`config.mk`:
```
export PLATFORM = sky130hd
export DESIGN_NAME = link_frame_mode_debounce_top
export DESIGN_NICKNAME = d
export VERILOG_FILES = /design/src/rtl/lfmd_pkg.sv /design/src/rtl/link_frame_mode_debounce_top.sv /design/src/rtl/lfmd_frame_check.sv /design/src/rtl/lfmd_state.sv
export VERILOG_INCLUDE_DIRS = /design/src /design/src/rtl
export SDC_FILE = /design/constraint.sdc
export NUM_CORES = 1
export LEC_CHECK = 0
export ABC_AREA = 1
export BUFFER_PORTS_ARGS = -buffer_cell sky130_fd_sc_hd__buf_2
export CORE_UTILIZATION = 30
export DETAILED_ROUTE_END_ITERATION = 10
export PLACE_DENSITY = 0.43
export SLEW_MARGIN = 20
export SYNTH_ARGS = -nofsm -noshare
export SYNTH_HDL_FRONTEND = slang
export SYNTH_SLANG_ARGS = --single-unit
export TNS_END_PERCENT = 30
```
`constraint.sdc`:
```
create_clock -name clk -period 4.07 [get_ports clk]
set_input_delay 0 -clock clk [delete_from_list [all_inputs] [get_ports clk]]
set_output_delay 0 -clock clk [all_outputs]
set_load 0.01 [all_outputs]
```
`src/rtl/link_frame_mode_debounce_top_assert.svh`:
```
// ---------------------------------------------------------------------------
// Assertion macros for the link frame mode debounce block
// Clocked property checks that can be compiled out with ASSERT_OFF.
// ---------------------------------------------------------------------------
`ifndef LINK_FRAME_MODE_DEBOUNCE_TOP_ASSERT_SVH
`define LINK_FRAME_MODE_DEBOUNCE_TOP_ASSERT_SVH
`ifndef ASSERT_OFF
// Property checked on every rising edge, switched off while reset is low.
`define LFMD_ASSERT(lbl, clk, rst_n, prop, msg) \
  lbl: assert property (@(posedge clk) disable iff (!rst_n) prop) else $error(msg);
// Property checked on every rising edge, reset included.
`define LFMD_ASSERT_ALWAYS(lbl, clk, prop, msg) \
  lbl: assert property (@(posedge clk) prop) else $error(msg);
`else
`define LFMD_ASSERT(lbl, clk, rst_n, prop, msg)
`define LFMD_ASSERT_ALWAYS(lbl, clk, prop, msg)
`endif
`endif

```
`src/rtl/lfmd_pkg.sv`:
```
// ---------------------------------------------------------------------------
// lfmd_pkg
// Shared constants, register indexes and types of the link frame block.
// ---------------------------------------------------------------------------
`default_nettype none

package lfmd_pkg;

  localparam logic [15:0] FRAME_BYTES   = 16'd11;
  localparam logic [7:0]  HEADER_MARK   = 8'hAA;
  localparam logic [7:0]  TAIL_MARK     = 8'h55;
  localparam logic [7:0]  CAND_CNT_MAX  = 8'd255;
  localparam logic [15:0] FRAME_CNT_MAX = 16'hFFFF;
  localparam logic [7:0]  MODE_TARGET   = 8'd1;
  localparam logic [7:0]  MODE_IDLE     = 8'd0;

  localparam logic [7:0]  RST_CONFIRM_01 = 8'd3;
  localparam logic [7:0]  RST_CONFIRM_10 = 8'd3;
  localparam logic [15:0] RST_TIMEOUT    = 16'd100;
  localparam logic [9:0]  RST_WINDOW     = 10'd1000;

  localparam int CFG_IDX_W  = 2;
  localparam int CFG_DATA_W = 16;

  typedef enum logic [CFG_IDX_W-1:0] {
    CFG_CONFIRM_01 = 2'd0,
    CFG_CONFIRM_10 = 2'd1,
    CFG_TIMEOUT    = 2'd2,
    CFG_WINDOW     = 2'd3
  } cfg_idx_t;

  // Live configuration register values.
  typedef struct packed {
    logic [7:0]  confirm_01;
    logic [7:0]  confirm_10;
    logic [15:0] timeout;
    logic [9:0]  window;
  } cfg_t;

  // Classification of the item held in the input register.
  typedef struct packed {
    logic frame_good;
    logic tick_live;
    logic tick_clear;
  } step_kind_t;

endpackage

`default_nettype wire

```
`src/rtl/link_frame_mode_debounce_top.sv`:
```
// ---------------------------------------------------------------------------
// link_frame_mode_debounce_top
// Link frame checker with mode debounce, online watchdog and rate meter.
// ---------------------------------------------------------------------------
// Each input transfer carries either a received frame (in_mode low) or a one
// millisecond tick (in_mode high), and every transfer, accepted frame or
// rejected one, produces exactly one result transfer. The block takes one
// item per clock cycle for as long as the result side keeps up: the item is
// captured in an input register, the whole state update is done by
// combinational compare and increment logic, and the updated state registers
// are themselves the result register. out_valid rises as they take the
// update of the input register's item, held there while an earlier result
// waits. While a result waits on out_ready the input register can still
// take one further item, after which in_ready falls. Configuration writes
// are always accepted (cfg_ready is tied high) and must only be made while
// no item is in flight. There is no clearing pass after reset.
`default_nettype none

module link_frame_mode_debounce_top
  import lfmd_pkg::*;
#(
  parameter logic [15:0] FRAME_LEN = FRAME_BYTES
)
(
  input  wire logic                  clk,
  input  wire logic                  rst_n,
  // Input channel
  input  wire logic                  in_valid,
  output logic                       in_ready,
  input  wire logic                  in_mode,
  input  wire logic [15:0]           in_frame_length,
  input  wire logic [7:0]            in_header_byte,
  input  wire logic [7:0]            in_tail_byte,
  input  wire logic [7:0]            in_target_mode,
  input  wire logic [31:0]           in_yaw_bits,
  input  wire logic [31:0]           in_pitch_bits,
  input  wire logic [31:0]           in_time_now,
  input  wire logic                  in_system_ready,
  input  wire logic                  in_vision_ready,
  input  wire logic                  in_auto_ready,
  // Result channel
  output logic                       out_valid,
  input  wire logic                  out_ready,
  output logic                       out_online,
  output logic                       out_detected,
  output logic [7:0]                 out_link_mode,
  output logic [31:0]                out_yaw_out,
  output logic [31:0]                out_pitch_out,
  output logic [15:0]                out_frame_rate,
  // Configuration write channel
  input  wire logic                  cfg_valid,
  output logic                       cfg_ready,
  input  wire logic [CFG_IDX_W-1:0]  cfg_index,
  input  wire logic [CFG_DATA_W-1:0] cfg_data
);

  // Input register: the item waiting for its state update.
  logic        in_valid_r, in_valid_nxt;
  logic        mode_r;
  logic [15:0] frame_length_r;
  logic [7:0]  header_byte_r;
  logic [7:0]  tail_byte_r;
  logic [7:0]  target_mode_r;
  logic [31:0] yaw_bits_r;
  logic [31:0] pitch_bits_r;
  logic [31:0] time_now_r;
  logic        system_ready_r;
  logic        vision_ready_r;
  logic        auto_ready_r;

  logic        out_valid_r, out_valid_nxt;
  cfg_t        cfg_r, cfg_nxt;
  logic        step_en;
  logic        in_take;
  step_kind_t  kind;

  // The held item moves on when the result slot is empty or being emptied;
  // the state registers then update and present the new result.
  assign step_en  = in_valid_r && (!out_valid_r || out_ready);
  assign in_ready = !in_valid_r || step_en;
  assign in_take  = in_valid && in_ready;

  always_comb begin
    in_valid_nxt = in_take ? 1'b1 : (step_en ? 1'b0 : in_valid_r);
    if (step_en) begin
      out_valid_nxt = 1'b1;
    end else if (out_ready) begin
      out_valid_nxt = 1'b0;
    end else begin
      out_valid_nxt = out_valid_r;
    end
  end

  always_ff @(posedge clk) begin
    if (!rst_n) begin
      in_valid_r  <= 1'b0;
      out_valid_r <= 1'b0;
    end else begin
      in_valid_r  <= in_valid_nxt;
      out_valid_r <= out_valid_nxt;
    end
  end

  always_ff @(posedge clk) begin
    if (in_take) begin
      mode_r         <= in_mode;
      frame_length_r <= in_frame_length;
      header_byte_r  <= in_header_byte;
      tail_byte_r    <= in_tail_byte;
      target_mode_r  <= in_target_mode;
      yaw_bits_r     <= in_yaw_bits;
      pitch_bits_r   <= in_pitch_bits;
      time_now_r     <= in_time_now;
      system_ready_r <= in_system_ready;
      vision_ready_r <= in_vision_ready;
      auto_ready_r   <= in_auto_ready;
    end
  end

  // Configuration registers. Every index of the port maps to a register, and
  // each takes only as many low bits of the data as it is wide.
  assign cfg_ready = 1'b1;

  always_comb begin
    cfg_nxt = cfg_r;
    if (cfg_valid) begin
      case (cfg_idx_t'(cfg_index))
        CFG_CONFIRM_01: cfg_nxt.confirm_01 = cfg_data[7:0];
        CFG_CONFIRM_10: cfg_nxt.confirm_10 = cfg_data[7:0];
        CFG_TIMEOUT:    cfg_nxt.timeout    = cfg_data[15:0];
        CFG_WINDOW:     cfg_nxt.window     = cfg_data[9:0];
        default:        cfg_nxt            = cfg_r;
      endcase
    end
  end

  always_ff @(posedge clk) begin
    if (!rst_n) begin
      cfg_r.confirm_01 <= RST_CONFIRM_01;
      cfg_r.confirm_10 <= RST_CONFIRM_10;
      cfg_r.timeout    <= RST_TIMEOUT;
      cfg_r.window     <= RST_WINDOW;
    end else begin
      cfg_r <= cfg_nxt;
    end
  end

  // Frame validation: ready flags, exact length and both framing bytes.
  lfmd_frame_check #(
    .FRAME_LEN (FRAME_LEN)
  ) u_check (
    .item_mode    (mode_r),
    .frame_length (frame_length_r),
    .header_byte  (header_byte_r),
    .tail_byte    (tail_byte_r),
    .system_ready (system_ready_r),
    .vision_ready (vision_ready_r),
    .auto_ready   (auto_ready_r),
    .kind         (kind)
  );

  // Link state and debounce; its registers double as the result register.
  lfmd_state u_state (
    .clk            (clk),
    .rst_n          (rst_n),
    .step_en        (step_en),
    .kind           (kind),
    .cfg            (cfg_r),
    .target_mode    (target_mode_r),
    .yaw_bits       (yaw_bits_r),
    .pitch_bits     (pitch_bits_r),
    .time_now       (time_now_r),
    .online         (out_online),
    .detected       (out_detected),
    .link_mode      (out_link_mode),
    .yaw_out        (out_yaw_out),
    .pitch_out      (out_pitch_out),
    .frame_rate     (out_frame_rate)
  );

  assign out_valid = out_valid_r;

endmodule

`default_nettype wire

```
`src/rtl/lfmd_frame_check.sv`:
```
// ---------------------------------------------------------------------------
// lfmd_frame_check
// Decodes the registered item into good frame, live tick or clearing tick.
// ---------------------------------------------------------------------------
`default_nettype none

module lfmd_frame_check
  import lfmd_pkg::*;
#(
  parameter logic [15:0] FRAME_LEN = FRAME_BYTES
)
(
  input  wire logic        item_mode,
  input  wire logic [15:0] frame_length,
  input  wire logic [7:0]  header_byte,
  input  wire logic [7:0]  tail_byte,
  input  wire logic        system_ready,
  input  wire logic        vision_ready,
  input  wire logic        auto_ready,
  output step_kind_t       kind
);

  logic flags_ok;
  logic framing_ok;

  assign flags_ok   = system_ready && vision_ready && auto_ready;
  assign framing_ok = (frame_length == FRAME_LEN) && (header_byte == HEADER_MARK)
                      && (tail_byte == TAIL_MARK);

  // A frame that fails any check leaves all state untouched.
  always_comb begin
    kind.frame_good = !item_mode && flags_ok && framing_ok;
    kind.tick_live  = item_mode && system_ready;
    kind.tick_clear = item_mode && !system_ready;
  end

endmodule

`default_nettype wire

```
`src/rtl/lfmd_state.sv`:
```
// ---------------------------------------------------------------------------
// lfmd_state
// Link state, mode debounce, online watchdog and frame-rate window registers.
// ---------------------------------------------------------------------------
`default_nettype none
`include "link_frame_mode_debounce_top_assert.svh"

module lfmd_state
  import lfmd_pkg::*;
(
  input  wire logic        clk,
  input  wire logic        rst_n,
  input  wire logic        step_en,
  input  wire step_kind_t  kind,
  input  wire cfg_t        cfg,
  input  wire logic [7:0]  target_mode,
  input  wire logic [31:0] yaw_bits,
  input  wire logic [31:0] pitch_bits,
  input  wire logic [31:0] time_now,
  output logic             online,
  output logic             detected,
  output logic [7:0]       link_mode,
  output logic [31:0]      yaw_out,
  output logic [31:0]      pitch_out,
  output logic [15:0]      frame_rate
);

  logic [31:0] online_stamp_r, online_stamp_nxt;
  logic        rx_seen_r, rx_seen_nxt;
  logic        online_r, online_nxt;
  logic        detected_r, detected_nxt;
  logic [7:0]  settled_r, settled_nxt;
  logic [7:0]  cand_mode_r, cand_mode_nxt;
  logic [7:0]  cand_cnt_r, cand_cnt_nxt;
  logic [31:0] held_yaw_r, held_yaw_nxt;
  logic [31:0] held_pitch_r, held_pitch_nxt;
  logic [31:0] yaw_r, yaw_nxt;
  logic [31:0] pitch_r, pitch_nxt;
  logic [15:0] frame_cnt_r, frame_cnt_nxt;
  logic [15:0] rate_r, rate_nxt;
  logic [9:0]  window_r, window_nxt;

  // Debounce values for a good frame.
  logic [7:0]  db_cnt;
  logic [7:0]  db_need;
  logic [7:0]  db_settled;
  logic [31:0] db_held_yaw;
  logic [31:0] db_held_pitch;
  logic [9:0]  window_inc;
  logic [31:0] elapsed;

  // Short names for the assertion expressions below.
  logic        frame_step;
  logic        frame_cnt_full;

  always_comb begin
    if (target_mode == cand_mode_r) begin
      db_cnt = (cand_cnt_r == CAND_CNT_MAX) ? cand_cnt_r : cand_cnt_r + 8'd1;
    end else begin
      db_cnt = 8'd1;
    end
    if ((settled_r == MODE_IDLE) && (target_mode == MODE_TARGET)) begin
      db_need = cfg.confirm_01;
    end else if ((settled_r == MODE_TARGET) && (target_mode == MODE_IDLE)) begin
      db_need = cfg.confirm_10;
    end else begin
      db_need = 8'd1;
    end
    db_settled    = (db_cnt >= db_need) ? target_mode : settled_r;
    db_held_yaw   = (target_mode == MODE_TARGET) ? yaw_bits : held_yaw_r;
    db_held_pitch = (target_mode == MODE_TARGET) ? pitch_bits : held_pitch_r;
  end

  assign window_inc = window_r + 10'd1;
  assign elapsed    = time_now - online_stamp_r;

  always_comb begin
    online_stamp_nxt = online_stamp_r;
    rx_seen_nxt      = rx_seen_r;
    online_nxt       = online_r;
    detected_nxt     = detected_r;
    settled_nxt      = settled_r;
    cand_mode_nxt    = cand_mode_r;
    cand_cnt_nxt     = cand_cnt_r;
    held_yaw_nxt     = held_yaw_r;
    held_pitch_nxt   = held_pitch_r;
    yaw_nxt          = yaw_r;
    pitch_nxt        = pitch_r;
    frame_cnt_nxt    = frame_cnt_r;
    rate_nxt         = rate_r;
    window_nxt       = window_r;
    if (step_en) begin
      if (kind.frame_good) begin
        online_stamp_nxt = time_now;
        rx_seen_nxt      = 1'b1;
        online_nxt       = 1'b1;
        if (frame_cnt_r != FRAME_CNT_MAX) begin
          frame_cnt_nxt = frame_cnt_r + 16'd1;
        end
        cand_mode_nxt  = target_mode;
        cand_cnt_nxt   = db_cnt;
        settled_nxt    = db_settled;
        held_yaw_nxt   = db_held_yaw;
        held_pitch_nxt = db_held_pitch;
        if (db_settled == MODE_TARGET) begin
          detected_nxt = 1'b1;
          yaw_nxt      = yaw_bits;
          pitch_nxt    = pitch_bits;
        end else begin
          detected_nxt = 1'b0;
          yaw_nxt      = db_held_yaw;
          pitch_nxt    = db_held_pitch;
        end
      end else if (kind.tick_clear) begin
        online_stamp_nxt = 32'd0;
        rx_seen_nxt      = 1'b0;
        online_nxt       = 1'b0;
        detected_nxt     = 1'b0;
        frame_cnt_nxt    = 16'd0;
        rate_nxt         = 16'd0;
        window_nxt       = 10'd0;
      end else if (kind.tick_live) begin
        if (window_inc >= cfg.window) begin
          rate_nxt      = frame_cnt_r;
          frame_cnt_nxt = 16'd0;
          window_nxt    = 10'd0;
        end else begin
          window_nxt = window_inc;
        end
        if (!rx_seen_r) begin
          online_nxt   = 1'b0;
          detected_nxt = 1'b0;
        end else if (elapsed <= {16'd0, cfg.timeout}) begin
          online_nxt = 1'b1;
        end else begin
          rx_seen_nxt  = 1'b0;
          online_nxt   = 1'b0;
          detected_nxt = 1'b0;
        end
      end
    end
  end

  always_ff @(posedge clk) begin
    if (!rst_n) begin
      online_stamp_r <= '0;
      rx_seen_r      <= 1'b0;
      online_r       <= 1'b0;
      detected_r     <= 1'b0;
      settled_r      <= '0;
      cand_mode_r    <= '0;
      cand_cnt_r     <= '0;
      held_yaw_r     <= '0;
      held_pitch_r   <= '0;
      yaw_r          <= '0;
      pitch_r        <= '0;
      frame_cnt_r    <= '0;
      rate_r         <= '0;
      window_r       <= '0;
    end else begin
      online_stamp_r <= online_stamp_nxt;
      rx_seen_r      <= rx_seen_nxt;
      online_r       <= online_nxt;
      detected_r     <= detected_nxt;
      settled_r      <= settled_nxt;
      cand_mode_r    <= cand_mode_nxt;
      cand_cnt_r     <= cand_cnt_nxt;
      held_yaw_r     <= held_yaw_nxt;
      held_pitch_r   <= held_pitch_nxt;
      yaw_r          <= yaw_nxt;
      pitch_r        <= pitch_nxt;
      frame_cnt_r    <= frame_cnt_nxt;
      rate_r         <= rate_nxt;
      window_r       <= window_nxt;
    end
  end

  assign online         = online_r;
  assign detected       = detected_r;
  assign link_mode      = settled_r;
  assign yaw_out        = yaw_r;
  assign pitch_out      = pitch_r;
  assign frame_rate     = rate_r;

  assign frame_step     = step_en && kind.frame_good;
  assign frame_cnt_full = (frame_cnt_r == FRAME_CNT_MAX);

  // Detection is only ever reported on a link that is online.
  `LFMD_ASSERT_ALWAYS(a_det_online, clk, rst_n && detected_r |-> online_r, "detected offline")
  // The online flag is only raised once a good frame has been seen.
  `LFMD_ASSERT(a_online_seen, clk, rst_n, online_r |-> rx_seen_r, "online without frame")
  // A full frame counter stays full on a further good frame.
  `LFMD_ASSERT(a_frame_cnt_sat, clk, rst_n, frame_step && frame_cnt_full |=> frame_cnt_full, "wrap")
  // After a good frame the debounce always holds a live candidate.
  `LFMD_ASSERT(a_cand_cnt_live, clk, rst_n, frame_step |=> cand_cnt_r != 8'd0, "count zero")

endmodule

`default_nettype wire

```
==> impl_metrics.env, run 1 <==
export IMPL_run_status="complete, but fails checks"
export IMPL_violations="DRC"
export IMPL_drcViolationCount=5
export IMPL_synth_compound_area_share_pct=15.3
export IMPL_fin_area_sq_mm=0.0260
export IMPL_crit_chain="xor2_1 > nor4_1 > nand2_1 > buf_4 > a211oi_1 > ha_1 > nand2_1 > nor2_4 > nand4_4 > nand3_4 > buf_6 > nand2_1 > o21ai_1 > nand2_1 > nor2_4 > buf_12 > nand2_8 > buf_4 > buf_4 > o211ai_1 > a21oi_1"
export IMPL_placed_area_sq_mm=0.0222
export IMPL_skew_ns=0.0236
export IMPL_ys_seq_area_share_pct=47.8
export IMPL_worstSetupPathType="reg -> reg"
export IMPL_cts_path_max_buffers=3
export IMPL_overflow=0
export IMPL_rsz0062_at_grt="true"
export IMPL_synthArstFlopShare_pct=0
export IMPL_syn_nets=2800
export IMPL_syn_inst=2568
export IMPL_dr_pass1_iters=10
export IMPL_total_power_mw=9.58
export IMPL_nNetsFinal=3209
export IMPL_synth_area_sq_mm=0.0202
export IMPL_row_count=94
export IMPL_p_int_mw=7.30
export IMPL_cellLeakagePower_nw=11.5
export IMPL_setup_viol_count_final=0
export IMPL_io_buffers=254
export IMPL_synthMuxAreaShare_pct=0
export IMPL_max_freq_mhz=260
export IMPL_r2r_end="u_state.pitch_out[8]$_SDFFE_PN0P_"
export IMPL_dr_first_iter_drc_count=1072
export IMPL_grt_usage_pct=16.8
export IMPL_holdPathEnd="pitch_bits_r[11]$_DFFE_PP_"
export IMPL_clockPowerShare_pct=45.7
export IMPL_die_y_microns=261
export IMPL_synthesis_area_per_instance_sq_um=7.86
export IMPL_drv_cap=0
export IMPL_end_kind="register"
export IMPL_crit_buf_inv=5
export IMPL_startpoint_type="register"
export IMPL_n_antenna_cell=0
export IMPL_maxSlewHeadroom_pct=33.0
export IMPL_grt_max_degree=135
export IMPL_root_buffer="clkbuf_16"
export IMPL_cp_required_ns=4.53
export IMPL_synth_distinct_cells=47
export IMPL_dieArea_sq_mm=0.0683
export IMPL_r2r_cells=21
export IMPL_ys_warn_count=0
export IMPL_clk_latency_ns=0.60
export IMPL_synth_edf_count=140
export IMPL_hold_viol_final=0
export IMPL_ant_nets=0
export IMPL_gp_congestion=0.852
export IMPL_powerDensity_mw_per_mm2=369
export IMPL_synth_top_family_by_area="simple AND/OR/NAND/NOR gates"
export IMPL_cp_arrival_ns=4.31
export IMPL_drive_gt1_share_pct=15.2
export IMPL_worstMarginPinSlew_ns=1.01
export IMPL_viasPerCell=4.60
export IMPL_synth_seq_cells=412
export IMPL_synthAdderAreaFrac_pct=4.32
export IMPL_vias=17856
export IMPL_cts_sinks=412
export IMPL_cp_top_family="simple AND/OR/NAND/NOR gates"
export IMPL_core_area_sq_mm=0.0661
export IMPL_initial_core_util_pct=30.5
export IMPL_crit_top_cell="nand2_1"
export IMPL_worstHoldPathType="in -> reg"
export IMPL_cp_slowest_stage_delay_ns=0.45
export IMPL_grt_pass1_wl_microns=91900
export IMPL_ir_worst_vdd_v=0.000271
export IMPL_timing_critical_path_slowest_stage_cell="edfxtp_1"
export IMPL_period_share_pct=94.5
export IMPL_dieWidth_microns=261
export IMPL_rrSetupSlack_ns=0.22
export IMPL_r2r_start="target_mode_r[5]$_DFFE_PP_"
export IMPL_setup_tns_ns=0
export IMPL_cp_max_fo=8
export IMPL_cts_made_buffers=48
export IMPL_cts_tree="yes"
export IMPL_hold_start="in_pitch_bits[11]"
export IMPL_p_sw_mw=2.28
export IMPL_ios=256
export IMPL_p_seq_share_pct=46.3
export IMPL_first_global_vias=17117
export IMPL_hold_depth=2
export IMPL_drt_wl_total_microns=59300
export IMPL_comb_power_share_pct=8.0
export IMPL_synth_main_ff_cell="dfxtp_1"
export IMPL_final_max_slew_violation_count=0
export IMPL_dp_hpwl_microns=39300
export IMPL_min_period_ns=3.85
export IMPL_synthSimpleGateAreaFrac_pct=21.5
export IMPL_antenna_found_initial=0
export IMPL_netSwitchingFraction_pct=23.8
export IMPL_path_clk_slew_ns=0.06
export IMPL_cts_max_level=2
export IMPL_areaGrowthSynthToFinish_pct=28.8
export IMPL_synth_xor_area_share_pct=1.69
export IMPL_wl_per_cell_microns=15.3
flip-flops by register name (all words and copies together), names as in the netlist, 32 cells and up:
| signal | count |
|---|---|
| u_state.pitch_out | 32 |
| yaw_bits_r | 32 |
| u_state.held_pitch_r | 32 |
| u_state.online_stamp_r | 32 |
| u_state.held_yaw_r | 32 |
| cfg_r | 42 |
| time_now_r | 32 |
| u_state.yaw_out | 32 |
| pitch_bits_r | 32 |
repair_timing:
| item | in CTS | in global routing |
|---|---|---|
| setup buffers | 0 | 10 |
| gates resized for setup | 0 | 40 |
| hold endpoints to repair | 208 | 0 |
| endpoints found under the setup margin | 0 | 66 |
| hold buffers | 181 | 0 |
cells in the mapped netlist (2+ instances only):
master / n / area (sq um)
o21ai_0: 158 / 791
a21oi_1: 237 / 1190
buf_2: 25 / 125
nand3b_1: 9 / 67.6
edfxtp_1: 140 / 4200
nand4_2: 2 / 25.0
a211oi_1: 5 / 37.5
dfxtp_1: 272 / 5450
ha_1: 68 / 851
o21ai_1: 6 / 30.0
nor2_1: 143 / 537
buf_6: 20 / 225
o21a_1: 2 / 15.0
nand2_1: 763 / 2860
nor4_1: 15 / 93.8
xor2_1: 35 / 307
or4_1: 2 / 15.0
and3_1: 4 / 25.0
o211ai_2: 10 / 125
buf_1: 6 / 22.5
inv_1: 335 / 1260
clkbuf_1: 65 / 244
o211ai_1: 60 / 450
inv_2: 2 / 7.51
xnor2_1: 4 / 35.0
nand2_2: 2 / 12.5
a21oi_2: 40 / 350
nor3_1: 23 / 115
nand3_1: 50 / 250
a31oi_1: 12 / 75.1
a21o_1: 2 / 15.0
nand4_1: 36 / 225
final cells by class:
class                      count  area, sq um
sequential                   412         9650
fill                        6871        40100
timing repair buffer         474         3550
clock buffer                  73         1380
multi-input combinational   1704         8830
tap                          864         1080
clock inverter                17          218
inverter                     337         1280
per-layer routing:
layer	global-route usage (%)	vias to the layer above	routed length (microns)
li1	-	9241	-
met1	22.3	8222	27500
met2	28.4	327	28200
met3	2.42	66	2360
met4	4.65	0	1250
met5	0	-	0
cells by family (layout without fill, tap and decap cells):
logic type               Yosys count  count (layout)
AND/OR/NAND/NOR                 1060            1062
AO/OA/AOI/OAI                    533             533
buffers and inverters            454             901
flip-flops                       412             412
adder cells (fa/ha/maj)           69              69
XOR/XNOR                          39              39
other                              1               1
worst max path at each step:
stage,depth (start not counted),slack (ns),startpoint,end
after detailed placement,18,0.001,target_mode_r[5]$_DFFE_PP_,u_state.yaw_out[24]$_SDFFE_PN0P_
after CTS,18,0.002,target_mode_r[5]$_DFFE_PP_,u_state.yaw_out[24]$_SDFFE_PN0P_
after global placement,18,0.08,target_mode_r[5]$_DFFE_PP_,u_state.yaw_out[23]$_SDFFE_PN0P_
after floorplan,3,0.26,out_valid$_SDFFE_PN0P_,auto_ready_r$_DFFE_PP_
after global routing,22,-0.03,target_mode_r[5]$_DFFE_PP_,u_state.pitch_out[8]$_SDFFE_PN0P_
final,21,0.22,target_mode_r[5]$_DFFE_PP_,u_state.pitch_out[8]$_SDFFE_PN0P_
power by group through the flow:
stage	Sequential, mW	Clock (mW)	Combinational, mW
after floorplan	4.51	0	0.386
after global placement	4.53	0	0.619
after detailed placement	4.52	0	0.625
after CTS	4.44	4.54	0.763
after global routing	4.45	4.69	0.865
final	4.44	4.38	0.765
placed cells by master, fill, tap and decap left out, drive strengths merged:
cell	n
nand2	768
inv	337
buf	290
a21oi	277
dfxtp	272
dlygate4sd3	181
o21ai	164
nor2	145
edfxtp	140
clkbuf	76
o211ai	70
ha	68
nand3	52
nand4	38
xor2	35
nor3	24
nor4	15
clkinv	13
a31oi	12
nand3b	9
a211oi	5
xnor2	4
and3	4
bufinv	4
or4	3
o21a	2
a21o	2
or2	2
nor3b	2
o2111ai	1
fa	1
conb	1
metrics by stage:
stage	util (%)	worst slack (ns)	hold slack, ns	instances
4_1_cts	38.7	0.00216	0.0558	3865
3_3_place_gp	33.6	0.0835	0.176	3594
6_report	39.3	0.222	0.105	3881
2_1_floorplan	-	0.259	0.0989	2568
5_1_grt	39.3	-0.0313	0.0832	3881
3_5_place_dp	33.6	0.00142	0.178	3594
Power figures use the tool's default switching activity.
==> inputs of run 2 (changes only) <==
--- a/config.mk
+++ b/config.mk
@@ -8,9 +8,10 @@
 export LEC_CHECK = 0
 export ABC_AREA = 1
 export BUFFER_PORTS_ARGS = -buffer_cell sky130_fd_sc_hd__buf_2
-export CORE_UTILIZATION = 30
+export CORE_UTILIZATION = 55
+export CTS_BUF_LIST = sky130_fd_sc_hd__clkbuf_16
 export DETAILED_ROUTE_END_ITERATION = 10
-export PLACE_DENSITY = 0.43
+export PLACE_DENSITY = 0.72
 export SLEW_MARGIN = 20
 export SYNTH_ARGS = -nofsm -noshare
 export SYNTH_HDL_FRONTEND = slang
==> run 2 against run 1 <==
  * The flow now finishes without violations
  * Core utilization up 31 points
  * Worst hold slack better by 0.0083 ns
  * Sequential cell count unchanged
  * Critical path depth down 2
  * Sequential share of layout area up 1.4 points
  * Sequential power about the same
  * Clock-buffer cell count down 26
  * Clock power down 6.2%
  * Via count up 3.7%
  * Largest cell class unchanged
==> impl_metrics.env, run 2 (synthesis results as in run 1) <==
export IMPL_cp_required_ns=4.50
export IMPL_final_max_slew_violation_count=0
export IMPL_path_clk_slew_ns=0.06
export IMPL_dr_first_iter_drc_count=1188
export IMPL_fin_cells=3450
export IMPL_grt_max_degree=135
export IMPL_drive_gt1_share_pct=14.2
export IMPL_setup_viol_count_final=0
export IMPL_min_period_ns=3.88
export IMPL_run_status="finished, final reports clean"
export IMPL_fin_hold_ws_ns=0.114
export IMPL_worstSetupPathType="reg -> reg"
export IMPL_core_area_sq_mm=0.0358
export IMPL_io_buffers=254
export IMPL_timing_critical_path_slowest_stage_cell="edfxtp_1"
export IMPL_cts_max_level=2
export IMPL_startpoint_type="register"
export IMPL_r2r_end="u_state.yaw_out[13]$_SDFFE_PN0P_"
export IMPL_areaGrowthSynthToFinish_pct=24.2
export IMPL_regMostFlops="cfg_r"
export IMPL_gp_congestion=0.956
export IMPL_dr_pass1_iters=5
export IMPL_worstMarginPinSlew_ns=0.886
export IMPL_max_freq_mhz=258
export IMPL_drcViolationCount=0
export IMPL_dieWidth_microns=194
export IMPL_antenna_found_initial=1
export IMPL_r2r_start="target_mode_r[7]$_DFFE_PP_"
export IMPL_first_global_vias=17678
export IMPL_ant_nets=0
export IMPL_viasPerCell=5.37
export IMPL_crit_chain="nor4_2 > nand4_1 > nor3_1 > buf_4 > a31oi_1 > ha_1 > a21oi_1 > o21ai_1 > nand2_2 > nand3_4 > nand2_1 > nand2_1 > nand2_1 > nor2_4 > nand2_4 > buf_12 > nand2_1 > o211ai_2 > a21oi_1"
export IMPL_largest_register_ffs=42
export IMPL_die_y_microns=194
export IMPL_cts_path_max_buffers=3
export IMPL_vias=18521
export IMPL_cp_slowest_stage_delay_ns=0.45
export IMPL_startpoint="target_mode_r[7]$_DFFE_PP_"
export IMPL_maxSlewHeadroom_pct=40.7
export IMPL_worstHoldPathType="in -> reg"
export IMPL_total_power_mw=9.30
export IMPL_powerDensity_mw_per_mm2=371
export IMPL_grt_usage_pct=28.6
export IMPL_root_buffer="clkbuf_16"
export IMPL_drv_cap=0
export IMPL_cellLeakagePower_nw=11.3
export IMPL_row_count=69
export IMPL_dp_hpwl_microns=34600
export IMPL_end_kind="register"
export IMPL_nNetsFinal=3184
export IMPL_initial_core_util_pct=56.3
export IMPL_skew_ns=0.0238
export IMPL_grt_pass1_wl_microns=87900
export IMPL_holdPathEnd="time_now_r[5]$_DFFE_PP_"
export IMPL_dieArea_sq_mm=0.0375
export IMPL_rrSetupSlack_ns=0.19
export IMPL_placed_cells=3183
export IMPL_cts_tree="yes"
export IMPL_cts_sinks=412
export IMPL_ios=256
export IMPL_layout_common_cells="760 x nand2_1, 334 x inv_1, 272 x dfxtp_1, 253 x buf_2, 236 x a21oi_1"
export IMPL_cp_arrival_ns=4.31
export IMPL_hold_viol_final=0
export IMPL_r2r_cells=19
export IMPL_crit_top_cell="nand2_1"
export IMPL_period_share_pct=95.3
export IMPL_drt_wl_total_microns=54900
export IMPL_final_common_cell="nand2_1"
export IMPL_wl_per_cell_microns=15.9
export IMPL_final_util_pct=69.9
export IMPL_hold_depth=2
export IMPL_cts_made_buffers=44
export IMPL_clk_latency_ns=0.60
export IMPL_hold_start="in_time_now[5]"
export IMPL_ir_worst_vdd_v=0.000422
export IMPL_cp_max_fo=74
export IMPL_overflow=0
-- run 2: area by class of cell --
type                            count  area [sq um]
Fill cell                        2834         10800
Sequential cell                   412          9650
Multi-Input combinational cell   1703          8750
Timing Repair Buffer              454          3300
Inverter                          337          1280
Clock buffer                       47          1180
Tap cell                          461           577
Clock inverter                     35           329
Antenna cell                        1          2.50
-- run 2: through the flow --
| stage | TNS (ns) | cell area (sq um) | setup WS, ns |
|---|---|---|---|
| 3_5_place_dp | 0 | 21600 | 0.0733 |
| 4_1_cts | 0 | 25000 | 0.0476 |
| 6_report | 0 | 25100 | 0.190 |
| 3_3_place_gp | 0 | 21600 | 0.252 |
| 2_1_floorplan | 0 | 20200 | 0.259 |
| 5_1_grt | -0.0788 | 25100 | -0.0211 |
-- run 2: critical path: cells and delay by family, from the launching register on --
family,cells,cell delay (ns)
buffers and inverters,2,0.51
and+or+nand+nor,11,1.83
DFF,1,0.45
AOI/OAI and AO/OA,5,0.53
adders and majority gates,1,0.33
-- run 2: how the worst max path moves through the flow --
| stage | to | slack (ns) |
|---|---|---|
| floorplan | auto_ready_r$_DFFE_PP_ | 0.26 |
| finish | u_state.yaw_out[13]$_SDFFE_PN0P_ | 0.19 |
| CTS | u_state.yaw_out[14]$_SDFFE_PN0P_ | 0.05 |
| global route | u_state.yaw_out[14]$_SDFFE_PN0P_ | -0.02 |
| detailed placement | u_state.yaw_out[24]$_SDFFE_PN0P_ | 0.07 |
| global placement | u_state.yaw_out[23]$_SDFFE_PN0P_ | 0.25 |
-- run 2: power by group --
part	internal [mW]	leakage, nW	total, mW	switching, mW
logic	0.324	7.01	0.757	0.434
registers	4.38	3.57	4.43	0.0577
clock network	2.37	0.743	4.11	1.74
-- run 2: what timing repair did --
item,in CTS,in global routing
hold endpoints to repair,205,0
buffers inserted,0,0
endpoints found under the setup margin,0,65
resized for setup,0,17
hold buffers,183,0
-- run 2: layer usage --
metal | up-vias | GRT usage, % | wire length [microns]
met4 | 0 | 9.01 | 1410
met2 | 622 | 49.7 | 26900
li1 | 9169 | - | -
met1 | 8639 | 36.0 | 23200
met5 | - | 0 | 0
met3 | 91 | 5.18 | 3450
==> inputs of run 3 (changes only) <==
--- a/config.mk
+++ b/config.mk
@@ -8,10 +8,11 @@
 export LEC_CHECK = 0
 export ABC_AREA = 1
 export BUFFER_PORTS_ARGS = -buffer_cell sky130_fd_sc_hd__buf_2
-export CORE_UTILIZATION = 55
+export CORE_UTILIZATION = 53
 export CTS_BUF_LIST = sky130_fd_sc_hd__clkbuf_16
 export DETAILED_ROUTE_END_ITERATION = 10
-export PLACE_DENSITY = 0.72
+export MAX_ROUTING_LAYER = met4
+export PLACE_DENSITY = 0.73
 export SLEW_MARGIN = 20
 export SYNTH_ARGS = -nofsm -noshare
 export SYNTH_HDL_FRONTEND = slang
==> constraint.sdc (replaced) <==
create_clock -name clk -period 3.4 [get_ports clk]
set_input_delay 0 -clock clk [delete_from_list [all_inputs] [get_ports clk]]
set_output_delay 0 -clock clk [all_outputs]
set_load 0.01 [all_outputs]
==> run 3 against run 2 <==
  * The run now ends with setup timing left
  * Clock skew up 0.012 ns
  * Combinational power up 26%
  * Global-route usage is 0.22 points higher
  * Fmax up 1.6%
  * Critical endpoint is now u_state.pitch_out[5]$_SDFFE_PN0P_
  * Highest routed layer unchanged
==> impl_metrics.env, run 3 (synthesis results as in run 1) <==
export IMPL_dr_pass1_iters=5
export IMPL_setup_tns_ns=-22.29
export IMPL_die_y_microns=197
export IMPL_cellLeakagePower_nw=11.8
export IMPL_first_global_vias=17360
export IMPL_period_share_pct=112
export IMPL_regMostFlops="cfg_r"
export IMPL_cts_made_buffers=44
export IMPL_min_period_ns=3.82
export IMPL_cp_required_ns=3.85
export IMPL_crit_chain="nor4_4 > nand4_1 > inv_1 > nand4_1 > buf_4 > buf_6 > nor2_1 > a31oi_2 > ha_4 > a21oi_4 > o21a_4 > buf_12 > nand3_4 > nand2_2 > o21ai_2 > nand2_2 > nor2_4 > buf_4 > nand2_8 > clkbuf_16 > o211ai_1 > a21oi_1"
export IMPL_cts_tree="yes"
export IMPL_dieWidth_microns=197
export IMPL_nNetsFinal=3255
export IMPL_hold_depth=2
export IMPL_largest_register_ffs=42
export IMPL_skew_ns=0.0359
export IMPL_viasPerCell=5.28
export IMPL_drcViolationCount=0
export IMPL_grt_usage_pct=28.8
export IMPL_cp_arrival_ns=4.27
export IMPL_cts_sinks=412
export IMPL_max_freq_mhz=262
export IMPL_multiInputGateArea_sq_mm=0.00918
export IMPL_overflow=0
export IMPL_comb_power_share_pct=8.5
export IMPL_p_sw_mw=2.70
export IMPL_startpoint_type="register"
export IMPL_drive_gt1_share_pct=18.6
export IMPL_worstMarginPinSlew_ns=0.886
export IMPL_violations="setup timing"
export IMPL_ios=256
export IMPL_initial_core_util_pct=53.7
export IMPL_antenna_found_initial=1
export IMPL_gp_congestion=0.938
export IMPL_p_int_mw=8.54
export IMPL_dr_first_iter_drc_count=1379
export IMPL_fin_ws_ns=-0.419
export IMPL_p_seq_share_pct=47.2
export IMPL_root_buffer="clkbuf_16"
export IMPL_areaGrowthSynthToFinish_pct=30.3
export IMPL_dp_hpwl_microns=35300
export IMPL_powerDensity_mw_per_mm2=428
export IMPL_cp_max_fo=13
export IMPL_r2r_cells=22
export IMPL_cp_slowest_stage_delay_ns=0.44
export IMPL_end_kind="register"
export IMPL_drt_wl_total_microns=58200
export IMPL_holdPathEnd="pitch_bits_r[9]$_DFFE_PP_"
export IMPL_crit_buf_inv=6
export IMPL_wl_per_cell_microns=16.3
export IMPL_io_buffers=254
export IMPL_maxSlewHeadroom_pct=40.5
export IMPL_n_fill_cell=2887
export IMPL_grt_pass1_wl_microns=87400
export IMPL_dieArea_sq_mm=0.0389
export IMPL_path_clk_slew_ns=0.06
export IMPL_vias=18857
export IMPL_row_count=71
export IMPL_clk_latency_ns=0.60
export IMPL_hold_viol_final=0
export IMPL_run_status="complete, but fails checks"
export IMPL_grt_max_degree=135
export IMPL_setup_viol_count_final=65
export IMPL_r2r_end="u_state.pitch_out[5]$_SDFFE_PN0P_"
export IMPL_cts_path_max_buffers=3
export IMPL_core_area_sq_mm=0.0376
export IMPL_ant_nets=0
export IMPL_cts_max_level=2
export IMPL_timing_critical_path_slowest_stage_cell="edfxtp_1"
export IMPL_worstSetupPathType="reg -> reg"
export IMPL_place_ws_ns=-0.505
export IMPL_worstHoldPathType="in -> reg"
export IMPL_final_max_slew_violation_count=0
export IMPL_rsz0062_at_grt="true"
export IMPL_clockPowerShare_pct=44.3
export IMPL_r2r_start="target_mode_r[6]$_DFFE_PP_"
export IMPL_drv_cap=0
export IMPL_hold_start="in_pitch_bits[9]"
export IMPL_rrSetupSlack_ns=-0.42
export IMPL_cp_top_family="simple AND/OR/NAND/NOR gates"
export IMPL_netSwitchingFraction_pct=24.0
export IMPL_final_common_cell="nand2_1"
export IMPL_ir_worst_vdd_v=0.000399
export IMPL_seq_area_sq_mm=0.00965
export IMPL_layout_common_cells="733 x nand2_1, 334 x inv_1, 270 x dfxtp_1, 253 x buf_2, 228 x a21oi_1"
[run 3: cell types whose count changed in the layout (fill, tap and decap cells not counted), moves of 8 or more]
cell,change
nand2_1,-27
buf_4,+56
buf_6,+9
nand2_4,+10
dlygate4sd3_1,-9
nand2_2,+16
a21oi_1,-8
[run 3: area by class of cell]
type / instances / area share [%]
sequential: 412 / 36.7
multi-input combinational: 1705 / 34.9
timing repair buffer: 523 / 15.3
inverter: 337 / 4.86
clock buffer: 45 / 4.28
tap: 511 / 2.43
clock inverter: 37 / 1.43
antenna: 2 / 0.0190
[run 3: what timing repair did]
action / 4_1_cts / 5_1_grt
hold endpoints to repair: 185 / 0
pin swaps: 1 / 50
hold buffers: 174 / 0
gates cloned: 1 / 13
buffers inserted: 1 / 18
setup endpoints to repair: 65 / 67
resized for setup: 26 / 103
[run 3: worst max path at each step]
stage | start | end | slack (ns) | depth (start not counted)
2_1_floorplan | u_state.cand_cnt_r[0]$_SDFFE_PN0P_ | u_state.pitch_out[11]$_SDFFE_PN0P_ | -0.08 | 29
3_5_place_dp | target_mode_r[5]$_DFFE_PP_ | u_state.yaw_out[21]$_SDFFE_PN0P_ | -0.51 | 17
3_3_place_gp | target_mode_r[7]$_DFFE_PP_ | u_state.pitch_out[4]$_SDFFE_PN0P_ | -0.36 | 16
5_1_grt | target_mode_r[6]$_DFFE_PP_ | u_state.yaw_out[24]$_SDFFE_PN0P_ | -0.64 | 23
6_report | target_mode_r[6]$_DFFE_PP_ | u_state.pitch_out[5]$_SDFFE_PN0P_ | -0.42 | 22
4_1_cts | target_mode_r[7]$_DFFE_PP_ | u_state.yaw_out[21]$_SDFFE_PN0P_ | -0.18 | 17
[run 3: worst register-to-register path: stages (launching register included)]
cell and delay (ns):
edfxtp_1 0.44, nor4_4 0.32, nand4_1 0.17, inv_1 0.08, nand4_1 0.07, buf_4 0.17
buf_6 0.16, nor2_1 0.14, a31oi_2 0.07, ha_4 0.31, a21oi_4 0.06, o21a_4 0.24
buf_12 0.13, nand3_4 0.14, nand2_2 0.08, o21ai_2 0.08, nand2_2 0.10, nor2_4 0.16
buf_4 0.16, nand2_8 0.11, clkbuf_16 0.21, o211ai_1 0.20, a21oi_1 0.09
[run 3: per-layer routing]
layer / vias to the layer above / share of wire, % / global-route usage, %
met5: - / 0 / -
met4: 0 / 3.2 / 11.5
met3: 130 / 5.9 / 3.81
met2: 665 / 49 / 47.5
met1: 8752 / 42 / 36.0
li1: 9310 / - / -
[run 3: metrics by stage]
step	hold WS, ns	power [mW]	cells	util [%]	instance area [sq um]
after global routing	0.0973	11.6	3571	69.9	26300
after floorplan	0.0989	5.86	2568	-	20200
after detailed placement	0.178	6.16	3282	58.8	22100
after CTS	0.0737	11.2	3540	67.8	25500
after global placement	0.177	6.14	3282	58.8	22100
final	0.110	11.2	3572	69.9	26300
[run 3: power by group through the flow]
stage | logic [mW] | clock network, mW | registers [mW]
global route | 1.05 | 5.23 | 5.32
finish | 0.952 | 4.98 | 5.31
global placement | 0.731 | 0 | 5.41
floorplan | 0.463 | 0 | 5.39
CTS | 0.910 | 5.02 | 5.30
detailed placement | 0.746 | 0 | 5.41
